--- src/hdl/sdef_pkg.sv ---
// ----------------------------------------------------------------------------
// sdef_pkg: shared types and constants for the directional Sobel filter
// Controller/datapath command and status structs, register indexes.
// ----------------------------------------------------------------------------
`default_nettype none
package sdef_pkg;
  localparam int unsigned PixW   = 8;
  localparam int unsigned CoordW = 12;
  localparam int unsigned CfgW   = 13;
  localparam int unsigned CfgIdxW = 2;

  typedef enum logic [CfgIdxW-1:0] {
    REG_WIDTH     = 2'd0,
    REG_HEIGHT    = 2'd1,
    REG_THRESHOLD = 2'd2
  } cfg_reg_e;

  // controller -> datapath
  typedef struct packed {
    logic load;     // capture pixel, issue line store read
    logic compute;  // update window, write line stores, run gradient
    logic sqrt_step;// sum the squares, then one root bit
    logic emit;     // result register filled
    logic pop;      // result register drained
  } dp_cmd_t;

  // datapath -> controller
  typedef struct packed {
    logic interior;  // current pixel has a full window
    logic sqrt_done; // last root bit done
    logic out_full;  // result register holds a result
  } dp_sts_t;
endpackage
`default_nettype wire

--- src/hdl/sdef_ctrl.sv ---
// ----------------------------------------------------------------------------
// sdef_ctrl: sequencing state machine
// Steps one pixel through read and compute, then, for interior pixels, root iteration and result handoff.
// ----------------------------------------------------------------------------
`default_nettype none
module sdef_ctrl
  import sdef_pkg::*;
(
  input  wire logic    clk_i,
  input  wire logic    rst_ni,
  input  wire logic    in_fire_i,
  input  wire logic    out_fire_i,
  input  dp_sts_t      sts_i,
  output dp_cmd_t      cmd_o,
  output logic         in_ready_o
);
  typedef enum logic [3:0] {
    ST_IDLE = 4'b0001,
    ST_CALC = 4'b0010,
    ST_ROOT = 4'b0100,
    ST_HOLD = 4'b1000
  } state_e;

  state_e state_q, state_d;

  always_comb begin
    state_d = state_q;
    cmd_o   = '0;
    cmd_o.load = in_fire_i;
    cmd_o.pop  = out_fire_i;
    in_ready_o = 1'b0;
    case (state_q)
      ST_IDLE: begin
        in_ready_o = 1'b1;
        if (in_fire_i) state_d = ST_CALC;
      end
      ST_CALC: begin
        cmd_o.compute = 1'b1;
        state_d = sts_i.interior ? ST_ROOT : ST_IDLE;
      end
      ST_ROOT: begin
        cmd_o.sqrt_step = 1'b1;
        if (sts_i.sqrt_done) state_d = ST_HOLD;
      end
      ST_HOLD: begin
        // result register free (or freeing now)
        if (!sts_i.out_full || out_fire_i) begin
          cmd_o.emit = 1'b1;
          state_d = ST_IDLE;
        end
      end
      default: state_d = ST_IDLE;
    endcase
  end

  always_ff @(posedge clk_i or negedge rst_ni) begin
    if (!rst_ni) state_q <= ST_IDLE;
    else         state_q <= state_d;
  end
endmodule
`default_nettype wire

--- config.mk ---
export PLATFORM = sky130hd
export DESIGN_NAME = sdef_ctrl
export DESIGN_NICKNAME = d
export VERILOG_FILES = /design/src/hdl/sdef_pkg.sv /design/src/hdl/sdef_ctrl.sv
export SDC_FILE = /design/constraint.sdc
export NUM_CORES = 1
export LEC_CHECK = 0
export BUFFER_PORTS_ARGS = -buffer_cell sky130_fd_sc_hd__buf_2
export CORE_AREA = 3 3 40 42
export CTS_CLUSTER_DIAMETER = 30
export DETAILED_ROUTE_END_ITERATION = 16
export DIE_AREA = 0 0 43 45
export SYNTH_ARGS = -nofsm -noshare
export SYNTH_HDL_FRONTEND = slang
export SYNTH_SLANG_ARGS = --single-unit
--- constraint.sdc ---
create_clock -name clk_i -period 1.24 [get_ports clk_i]
set_input_delay 0.062 -clock clk_i [delete_from_list [all_inputs] [get_ports clk_i]]
set_output_delay 0.062 -clock clk_i [all_outputs]
set_load 0.1 [all_outputs]
==> impl_summary.md, run 1 <==
Routing
For this run, the detailed router's first-pass iteration total came to 1. The antenna violation net count after detailed routing is 0. The total via count in the routed design is 278. In this run, the number of DRC markers left after iteration 0 of detailed routing was 0. After detailed routing, the number of vias per cell comes to 4.34.

In the final routed layout, each cell accounts on average for between 10 and 15 um. The remaining design rule violation count is 0. After detailed routing, the total wire length is between 800 and 900 um.

Synthesis
The number of warning messages in the yosys log is 0. The synthesized netlist occupies a cell area of 260 um2. The number of nets handed over by synthesis was 32. The share of synthesized area in the top cell type comes to 0.288. The portion of the post-synthesis area used by sequential elements is 0.389. The cell accounting for the most synthesized area is dfrtp_1. Counting distinct cell types in the post-synthesis netlist gives 17. The count of mapped cells out of synthesis is 25. The number of storage elements in the synthesis netlist is 4. Ranked by total cell area, the synthesized netlist is headed by dfrtp_1 29%, nor4b_2 12%, dfstp_2 10%. A synthesized cell averages around 10 um2.

Timing
The final critical path time including I/O delays and setup is 1.38 ns. Once routing completed, OpenROAD measured the worst setup slack at -0.140 ns. The hold violation total from the final report is 0.

The maximum achievable frequency is 724 MHz. The final total negative setup slack is -0.454 ns. For the final database, setup skew stands at 0.00842 ns. The normalized max-slew margin is 0.678. At the pin with the least slew margin, the transition time is 0.486 ns. The share of the cycle needed by the critical path after routing is 1.11. Setup repair after global routing could not meet its margin everywhere. On the final layout, the worst hold slack is 0.0601 ns.

The number of slew-limit violations in the final report came to 0. The number of failing setup endpoints in the final timing report is 4.

CTS
At the later pin of the worst-skew pair, clock insertion delay measures about 0.24 ns. The number of buffers created by CTS is 3. In this run the number of H-tree levels came out at 1. Clock tree synthesis selected as its root buffer the cell clkbuf_4. Clock-pin slew was measured on the worst setup and hold paths at 0.04 ns. TritonCTS built the clock tree. The tree built by TritonCTS fans out to 4 sinks. The maximum clock path buffer count is 2.

Outcome
The final reports fail on negative setup slack. The run finished, with violations left.

GRT
The number of antenna violations at the first check in global routing came to 0. The aggregate global routing overflow is 0. In the global route stage, overall resource usage came out at 0.0836. The pin count of the biggest net entering global routing is 7. The via count of the first global-routing pass is about 310.

The wire length of the first global-routing pass is 1190 um.

Worst setup path
Counting cells, the worst reg-to-reg path comes to 5. For the worst setup path, the data arrival time is 1.32 ns. For the worst setup path, the data required time is approximately 1.2 ns. STA classifies the critical path endpoint as an output pin. The worst setup path is of the register to output pin kind. In this run the worst path has a maximum fanout of 3. The type of origin of the critical path is a register. The register-to-register setup slack is 0 ns.

Die
The die is 43 um wide. For this configuration, the core starts out at a cell density of 0.203. The total die area is 0.00194 mm2. The placeable core region is ~0.0013 mm2. The height of the die is roughly 45 um. During I/O placement, the number of pins put on the boundary was 13. The row count is 13.

Power
IR analysis of the VDD net gives a maximum drop of 0.000890 V. The power density of the placed cells is 2340 mW/mm2. For this design the static power due to leakage is roughly 0.25 nW. After layout, the design draws a total of 0.00131 W.

Cells and area
More flip-flops sit in one register than any other, and that register is state_q. The register with the most flip-flops in the layout has 4 of them. The largest registers in the layout are state_q (4). The number of antenna repair diodes is 0. The number of cells in the finished layout apart from fillers is 64. In the final layout, the share of cells above drive strength 1 is 0.714. The final core area utilization is 0.436. Relative to the synthesized area, the layout overhead comes to 115%. The filler cells instantiated in the layout total 123.

The leading cell type in the layout, fill and taps excluded is buf_2. The final-stage net count is 57. Leaving out fill and tap cells, the most frequent cells in the layout are 8 x buf_2, 5 x buf_12, 4 x buf_4.

Placed design
The count of input and output buffers is 12. The half-perimeter wire length of the detailed placement result is between 500 and 600 um. The congestion estimate from routability-driven global placement came to 0.681. Including well taps, the total number of placed cells is 52.

Min path
The type of the worst min-delay path is input pin to register. Counting instances, the worst hold path has a depth of 2.

Flow run
The max-capacitance violation count is 0.
## cell usage after synthesis (all sizes together)
library cell	n
a21oi	1
a2bb2oi	1
a31oi	1
and2	2
and4bb	1
buf	2
dfrtp	3
dfstp	1
inv	2
nor2	2
nor2b	1
nor3	3
nor3b	1
nor4b	3
o2111a	1
## metal layers
layer  wire, um  part of all wire  global-route usage
met4          0                 0              0.0361
met5          0                 0                   0
met1        342              0.41              0.0780
met2        450              0.54               0.156
met3         34             0.041              0.0398
## through the flow
stage	instance area (um2)	setup WS, ns
global route	561	-0.190
finish	561	-0.140
detailed placement	422	0.0668
CTS	507	-0.145
global placement	422	0.0362
floorplan	283	-0.706
## final cells by class
type	count	area, um2	share of cell area
Inverter	2	7.51	0.0134
Sequential cell	4	105	0.188
Timing Repair Buffer	22	224	0.400
Clock buffer	4	26.3	0.0469
Multi-Input combinational cell	17	179	0.319
Tap cell	15	18.8	0.0335
## logic make-up after synthesis
logic type / Yosys count / share of synthesized area
buffers and inverters: 4 / 0.0865
AOI/OAI and AO/OA: 4 / 0.120
and+or+nand+nor: 13 / 0.404
DFF: 4 / 0.389
## critical path: stages, from the launching register on
cell and delay, ns:
dfstp_2 0.38, buf_12 0.13, nor4b_4 0.35, buf_12 0.22
## report_power, final
group	total [W]	switching (W)	internal [W]
clock network	0.000180	0.0000588	0.000121
logic	0.000881	0.000446	0.000435
registers	0.000249	0.0000675	0.000181
total	0.00131	0.000572	0.000738
## worst paths after layout
kind,startpoint,to
min reg2reg,state_q[1]$_DFFE_PN0P_,state_q[3]$_DFFE_PN0P_
min,in_fire_i,state_q[1]$_DFFE_PN0P_
min in group asynchronous,rst_ni,state_q[1]$_DFFE_PN0P_
max reg2reg,state_q[0]$_DFFE_PN1P_,state_q[0]$_DFFE_PN1P_
max in group asynchronous,rst_ni,state_q[0]$_DFFE_PN1P_
max,state_q[0]$_DFFE_PN1P_,cmd_o[3]
## repair_timing
| action | 4_1_cts | 5_1_grt |
|---|---|---|
| resized for setup | 6 | 4 |
| endpoints found under the setup margin | 4 | 4 |
| pin swaps | 0 | 2 |
| buffers inserted | 3 | 3 |
| hold buffers | 2 | 0 |
| endpoints found under the hold margin | 5 | 0 |
No activity file was read; power rests on OpenSTA's default activity.
==> inputs of run 2 (changes only) <==
Settings changed: MAX_ROUTING_LAYER set to met4.
==> run 2 against run 1 <==
Compared with the run above: first-iteration DRC count up 1; power about the same; the run still ends with negative setup slack left; maximum frequency is essentially flat; highest routed layer unchanged; routed wire length rose by 0.12%.
==> impl_summary.md, run 2 (synthesis gave the netlist of run 1 again) <==
Power
The total chip power is 0.00131 W. IR analysis of the VDD net gives a maximum drop of 0.000891 V. The power density of the placed cells is 2340 mW/mm2. The leakage power figure is 0.246 nW.

Die
Pin placement for this block handled 13 I/O pins. The floorplan step defined a core boundary enclosing 0.00128 mm2. The die covers 0.00194 mm2.

In this run the core area contains 13 standard-cell rows. The initial cell density of the core is 0.203. The die outline width is 43 um. The height of the die is 45 um.

GRT
The via count of the first global-routing pass is roughly 300. The number of antenna violations at the first check in global routing is 0. For this run, the total global-route usage over all layers was measured as 0.0861. Entering global routing, the biggest net connects 7 pins.

The aggregate global routing overflow is 0. The wire length of the first global-routing pass is roughly 1200 um.

Routing
The total length of routed wires is 828 um. The total via count in the routed design is 278. In this run the remaining antenna-violating nets after routing total 0. The remaining design rule violation count is 0. The ratio of routed vias to standard cells is 4.34. The number of iterations in the first detailed-routing pass is 2.

In this run, the number of DRC markers left after iteration 0 of detailed routing was 1. In the final routed layout, each cell accounts on average for 12.9 um.

Worst setup path
The maximum cell stage delay along the critical path is between 0.3 and 0.4 ns. The source of the worst register-to-register timing path is state_q[0]$_DFFE_PN1P_. Measured in cells, the most critical reg-to-reg path has a length of 5.

Across all register-to-register paths, the minimum setup slack is 0 ns. By startpoint and endpoint, the worst setup path is classified as register to output pin. The slowest cell on the critical path is dfstp_2. Traced cell by cell, the critical path runs through buf_12 > nor4b_4 > buf_12. The source of the critical timing path is state_q[0]$_DFFE_PN1P_. The destination of the critical timing path is cmd_o[3]. The critical path required time is 1.18 ns.

In this run the critical register-to-register path is captured at state_q[0]$_DFFE_PN1P_. The most numerous cell type found on the critical path is buf_12. In this run the worst path has a maximum fanout of 3.

The type of origin of the critical path is a register. The category of the worst setup path capture point is an output pin. STA puts the critical path data arrival time at between 1 and 1.5 ns.

Cells and area
For this run, the share of the core covered by cells in the final layout is 0.436. The layout cell share with drive strength beyond 1 is 0.714. Leaving out fill and tap cells, the most frequent cells in the layout are 8 x buf_2, 5 x buf_12, 4 x buf_4. The leading cell type in the layout, fill and taps excluded is buf_2. The repair_antennas step left the layout with diodes totalling 0. The register bank with the most flops is state_q. The flip-flop count of the largest register after layout is 4. In the final layout, the registers with the most flip-flops are state_q (4). For this run, the post-layout net count is 57. The number of cells in the finished layout apart from fillers is 64. The area growth from synthesis to layout is 115%.

The summed area of non-filler cells in the final layout is 561 um2.

Timing
Setup violations remaining at the end of the flow were counted as 4. Setup repair after global routing could not meet its margin everywhere. Headroom to the max-slew limit came out at 0.678. The setup slack after layout is -0.141 ns. The slew at the pin closest to its max-slew limit is between 0.4 and 0.5 ns. Derived from the worst setup path, the maximum achievable clock frequency is slightly above 700 MHz. The share of the cycle needed by the critical path after routing is 1.11.

The number of slew-limit violations in the final report is 0. Summed over all failing endpoints, the final setup total negative slack is -0.455 ns. The hold violation total from the final report is 0.

On the final layout, the worst clock skew is 0.00838 ns. The worst path in the final design needs a cycle of 1.38 ns, including I/O delays and setup.

CTS
Clock tree synthesis selected as its root buffer the cell clkbuf_4. The number of levels the H-tree was split into is 1. CTS saw 4 sinks. The longest clock path from root to sink contains 2 buffers. The clock-pin slew reported for the worst setup and hold paths after clock tree synthesis is 0.04 ns. TritonCTS built the clock tree. TritonCTS created 3 clock buffers.

The clock latency on the worst-skew pair is 0.24 ns.

Outcome
The run finished, with violations left. The final reports fail on negative setup slack.

Min path
The tightest min-delay check is of the input pin to register type.

Placed design
Input and output buffers added on the ports amount to 12. The wire-length estimate of the detail-placed layout is ~570 um. The post-placement cell count is 52. The instance area after placement is 422 um2. The final weighted congestion in routability-driven placement is 0.688.

Flow run
The max-capacitance violation count is 0.
## run 2: cell counts in the layout (fill, tap and decap cells not counted)
Identical to the previous run, type by type.
## run 2: per-stage QoR
| stage | hold WS [ns] | setup WS, ns |
|---|---|---|
| final | 0.0603 | -0.141 |
| after global routing | 0.0675 | -0.190 |
| after detailed placement | -0.129 | 0.0668 |
| after CTS | 0.0530 | -0.145 |
| after global placement | -0.126 | 0.0362 |
| after floorplan | -0.234 | -0.706 |
## run 2: metal layers
metal	routed length [um]	GRT usage	share of wire	vias to the layer above
met5	0	-	0	-
met4	0	0.0361	0	0
met3	35	0.0398	0.042	0
met2	449	0.156	0.54	4
met1	343	0.0780	0.41	134
li1	-	-	-	140
## run 2: critical path: cells and delay by family (launching register included)
kind,cells,cell delay [ns]
and+or+nand+nor,1,0.35
DFF,1,0.38
buffers and inverters,2,0.35
## run 2: power by group
part	internal [W]	switching, W	total (W)
logic	0.000435	0.000446	0.000881
clock network	0.000121	0.0000589	0.000180
registers	0.000181	0.0000674	0.000249
total	0.000738	0.000572	0.00131
## run 2: worst min path at each step
stage / from / to / slack [ns] / depth (start not counted)
6_report: in_fire_i / state_q[1]$_DFFE_PN0P_ / 0.06 / 2
5_1_grt: in_fire_i / state_q[1]$_DFFE_PN0P_ / 0.07 / 2
4_1_cts: in_fire_i / state_q[1]$_DFFE_PN0P_ / 0.05 / 2
3_5_place_dp: rst_ni / state_q[1]$_DFFE_PN0P_ / -0.13 / 1
3_3_place_gp: rst_ni / state_q[1]$_DFFE_PN0P_ / -0.13 / 1
2_1_floorplan: rst_ni / state_q[1]$_DFFE_PN0P_ / -0.23 / 0
## run 2: repair_timing
item | in CTS | in global routing
setup buffers | 3 | 3
setup endpoints to repair | 4 | 4
resized for setup | 6 | 4
pin swaps | 0 | 2
hold buffers | 2 | 0
gates cloned | 0 | 0
hold endpoints to repair | 5 | 0
## run 2: area by class of cell
class / count / area (um2)
clock buffer: 4 / 26.3
fill: 123 / 724
inverter: 2 / 7.51
multi-input combinational: 17 / 179
sequential: 4 / 105
tap: 15 / 18.8
timing repair buffer: 22 / 224
==> inputs of run 3 (changes only) <==
Settings changed: ABC_AREA set to 1.
Clock period 1.24 ns to 1.4 ns, I/O delays scaled along.
==> run 3 against run 2 <==
Compared with the run above: the run now ends clean; combinational power down 16%; worst setup slack better by 0.18 ns; design area fell by 4.7%; flip-flop and latch count stayed put; synthesized area increased by 18%; power fell by 16%; routed wire length down 23%; die area unchanged; critical path type unchanged; critical endpoint unchanged.
==> impl_summary.md, run 3 <==
Synthesis
Synthesis produced a netlist whose cell count is 40. The cell accounting for the most synthesized area is dfrtp_1. The average cell area after synthesis is 7.66 um2. Ranked by instance count, the synthesized netlist is headed by 7 x inv_1, 4 x nand2_1, 4 x nor2_1.

The most used flip-flop cell after synthesis is dfrtp_1. The number of different library cells used by synthesis comes to 16. The portion of the post-synthesis area used by sequential elements is 0.331. Yosys printed 0 warnings. The post-synth net total is 47. The share of the synthesized area in the top cell type is 0.245.

In the post-synthesis netlist, the biggest area contributors are dfrtp_1 24%, dfstp_2 8.6%, inv_1 8.6%. After synthesis, the share of flip-flops with an asynchronous set or reset is 1.00. The cell area after synthesis is 307 um2. Yosys instantiated no cell more often than inv_1. The number of enable-type register cells in the synthesized netlist is 0.

Counting flops and latches in the post-synthesis netlist gives 4.

Min path
The type of the worst min-delay path is input pin to register. The launch point of the worst hold path is sts_i[1]. The worst hold path depth is 3. The worst hold path terminates at state_q[3]$_DFFE_PN0P_.

Die
For this configuration, the core starts out at a cell density of 0.239. Pin placement for this block handled 13 I/O pins. The placeable core region is between 0.001 and 0.0015 mm2. The die outline width is roughly 43 um. The row count is 13. The total die area is 0.00194 mm2. The height of the die is around 45 um.

Worst setup path
The largest single stage delay on the critical path is 0.38 ns. The depth of the worst register-to-register path is 5. The source of the worst register-to-register timing path is state_q[0]$_DFFE_PN1P_. The worst path buffer plus inverter count is 2. Walking the worst path, the cells encountered are buf_4 > nor4_4 > buf_12. The data arrival time of the worst path is 1.29 ns. The worst setup path is of the register to output pin kind. Across all register-to-register paths, the minimum setup slack is between 0.2 and 0.25 ns.

The cell type group with the largest total delay on the critical path is flip-flops. The slowest cell on the critical path is dfstp_2. The number of cells on the critical path is 3. The worst setup path is captured at an output pin. The critical path required time is 1.33 ns. Of all nets on the critical path, the largest fanout is 3.

The type of origin of the critical path is a register. The reg-to-reg endpoint is state_q[1]$_DFFE_PN0P_.

CTS
The total clock sinks is 4. The root buffer cell chosen for the clock tree is clkbuf_4. The longest clock path from root to sink contains 2 buffers. Clock latency on the worst-skew pair, taken at its later pin, is approximately 0.23 ns.

The clock tree from TritonCTS is yes. The number of levels the H-tree was split into is 1. The number of buffers created by CTS is 3.

After clock tree synthesis, the clock-pin slew on the worst setup and hold paths is 0.04 ns.

Routing
After detailed routing, the average wire length per cell comes to 8.62 um. For this run, the detailed router's first-pass iteration total came to 2. For this block, the initial DRC count from the detailed router was 1. The ratio of routed vias to standard cells is between 4 and 5. The remaining design rule violation count is 0. The antenna violation net count after detailed routing is 0.

Summing over every cut layer, the via total after detailed routing is 307. The total length of routed wires is 638 um.

Timing
The hold violation total from the final report is 0. The smallest clock period supported by the final layout is computed as between 1 and 1.5 ns. For the pin with the worst max-slew slack, the measured transition is approximately 0.48 ns.

Timing would allow up to roughly 740 MHz. On the final layout, the worst clock skew is 0.00289 ns. The smallest hold slack is ~0.11 ns. Measured against its own limit, the worst slew margin works out to 0.680. The number of slew-limit violations in the final report was 0. The number of failing setup endpoints in the final timing report is 0. The share of the cycle needed by the critical path after routing is 0.969.

Cells and area
The area growth from synthesis to layout is 74.3%. The leading cell type in the layout, fill and taps excluded is buf_2. Counting the fill cells in the layout gives 135.

Of the cells placed in the final design, the portion with a size suffix greater than 1 is 0.644. The largest registers in the layout are state_q (4). The final-stage net count is 67. In the layout the commonest cells are 8 x buf_2, 6 x inv_1, 4 x nand2_1, 4 x buf_12, 4 x buf_4. The register bank with the most flops is state_q.

The number of antenna diodes in the final layout is 0. The flip-flop count of the largest register after layout is 4. The finished cells cover 534 um2.

Placed design
The final weighted congestion in routability-driven placement is 0.754. The instance area after placement is 464 um2. The count of input and output buffers is 12. The half-perimeter wire length of the detailed placement result is 523 um.

GRT
The via count of the first global-routing pass is 255. Entering global routing, the biggest net connects 7 pins. The aggregate global routing overflow is 0. The wire length of the first global-routing pass is roughly 1000 um.

The global-route total usage across every layer is 0.0732. The number of antenna violations at the first check in global routing came to 0.

Flow run
The tool flagged a number of max-cap violations equal to 0.

Power
The peak ir drop on the vdd network is 0.000609 V. The leakage power figure is roughly 0.25 nW. The power density of the placed cells is 2070 mW/mm2.

Outcome
The run finished with clean final reports.
==> run 3: changes by cell type after synthesis, moves of 3 or more <==
cell     change
inv_2        +3
nand3_1      +3
nand2_1      +4
inv_1        +5
==> run 3: final cells by class <==
cell class | instances | area [um2] | area share
clock buffers | 4 | 26.3 | 0.0492
inverters | 10 | 41.3 | 0.0773
well taps | 15 | 18.8 | 0.0351
repair buffers | 17 | 160 | 0.300
multi-input cells | 24 | 185 | 0.347
flip-flops and latches | 4 | 103 | 0.192
==> run 3: kinds of logic (layout without fill, tap and decap cells) <==
logic type             Yosys count  in the layout  share of synthesized area
AO/OA/AOI/OAI                    1              1                     0.0367
buffers and inverters           12             31                      0.171
flip-flops                       4              4                      0.331
AND/OR/NAND/NOR                 23             23                      0.461
==> run 3: worst max-delay path by stage <==
stage | from | end | slack [ns]
5_1_grt | state_q[0]$_DFFE_PN1P_ | in_ready_o | -0.01
4_1_cts | state_q[1]$_DFFE_PN0P_ | cmd_o[1] | 0.001
6_report | state_q[0]$_DFFE_PN1P_ | cmd_o[3] | 0.04
3_5_place_dp | state_q[0]$_DFFE_PN1P_ | in_ready_o | 0.23
3_3_place_gp | state_q[0]$_DFFE_PN1P_ | in_ready_o | 0.23
2_1_floorplan | state_q[1]$_DFFE_PN0P_ | cmd_o[1] | -0.29
==> run 3: where the power goes <==
part	total, W	switching, W	internal (W)
Sequential	0.000212	0.0000535	0.000158
Clock	0.000151	0.0000447	0.000107
Combinational	0.000740	0.000452	0.000288
==> run 3: per-layer routing <==
layer	wire (um)	part of all wire	up-vias	track usage
li1	-	-	160	-
met1	262	0.41	141	0.0756
met2	338	0.53	6	0.108
met3	37	0.058	0	0.0239
met4	0	0	0	0.0723
met5	0	0	-	-
==> run 3: metrics by stage <==
| stage | worst slack [ns] | utilization | setup TNS, ns | std cells | power (W) |
|---|---|---|---|---|---|
| after detailed placement | 0.230 | 0.361 | 0 | 65 | 0.000857 |
| final | 0.0441 | 0.416 | 0 | 74 | 0.00110 |
| after global placement | 0.227 | 0.361 | 0 | 65 | 0.000856 |
| after global routing | -0.0146 | 0.416 | -0.0162 | 74 | 0.00117 |
| after CTS | 0.00109 | 0.398 | 0 | 71 | 0.00104 |
| after floorplan | -0.291 | - | -0.517 | 40 | 0.000682 |
==> run 3: what timing repair did <==
item	in CTS	in global routing
pin swaps	0	1
endpoints found under the hold margin	4	0
endpoints found under the setup margin	1	2
hold buffers	1	0
gates resized for setup	2	0
setup buffers	1	3
==> run 3: worst register-to-register path: stages (launching register included) <==
cell and delay (ns):
dfstp_2 0.57, inv_2 0.04, nor2_2 0.10, nand2_2 0.08, buf_4 0.15, nor3_2 0.15
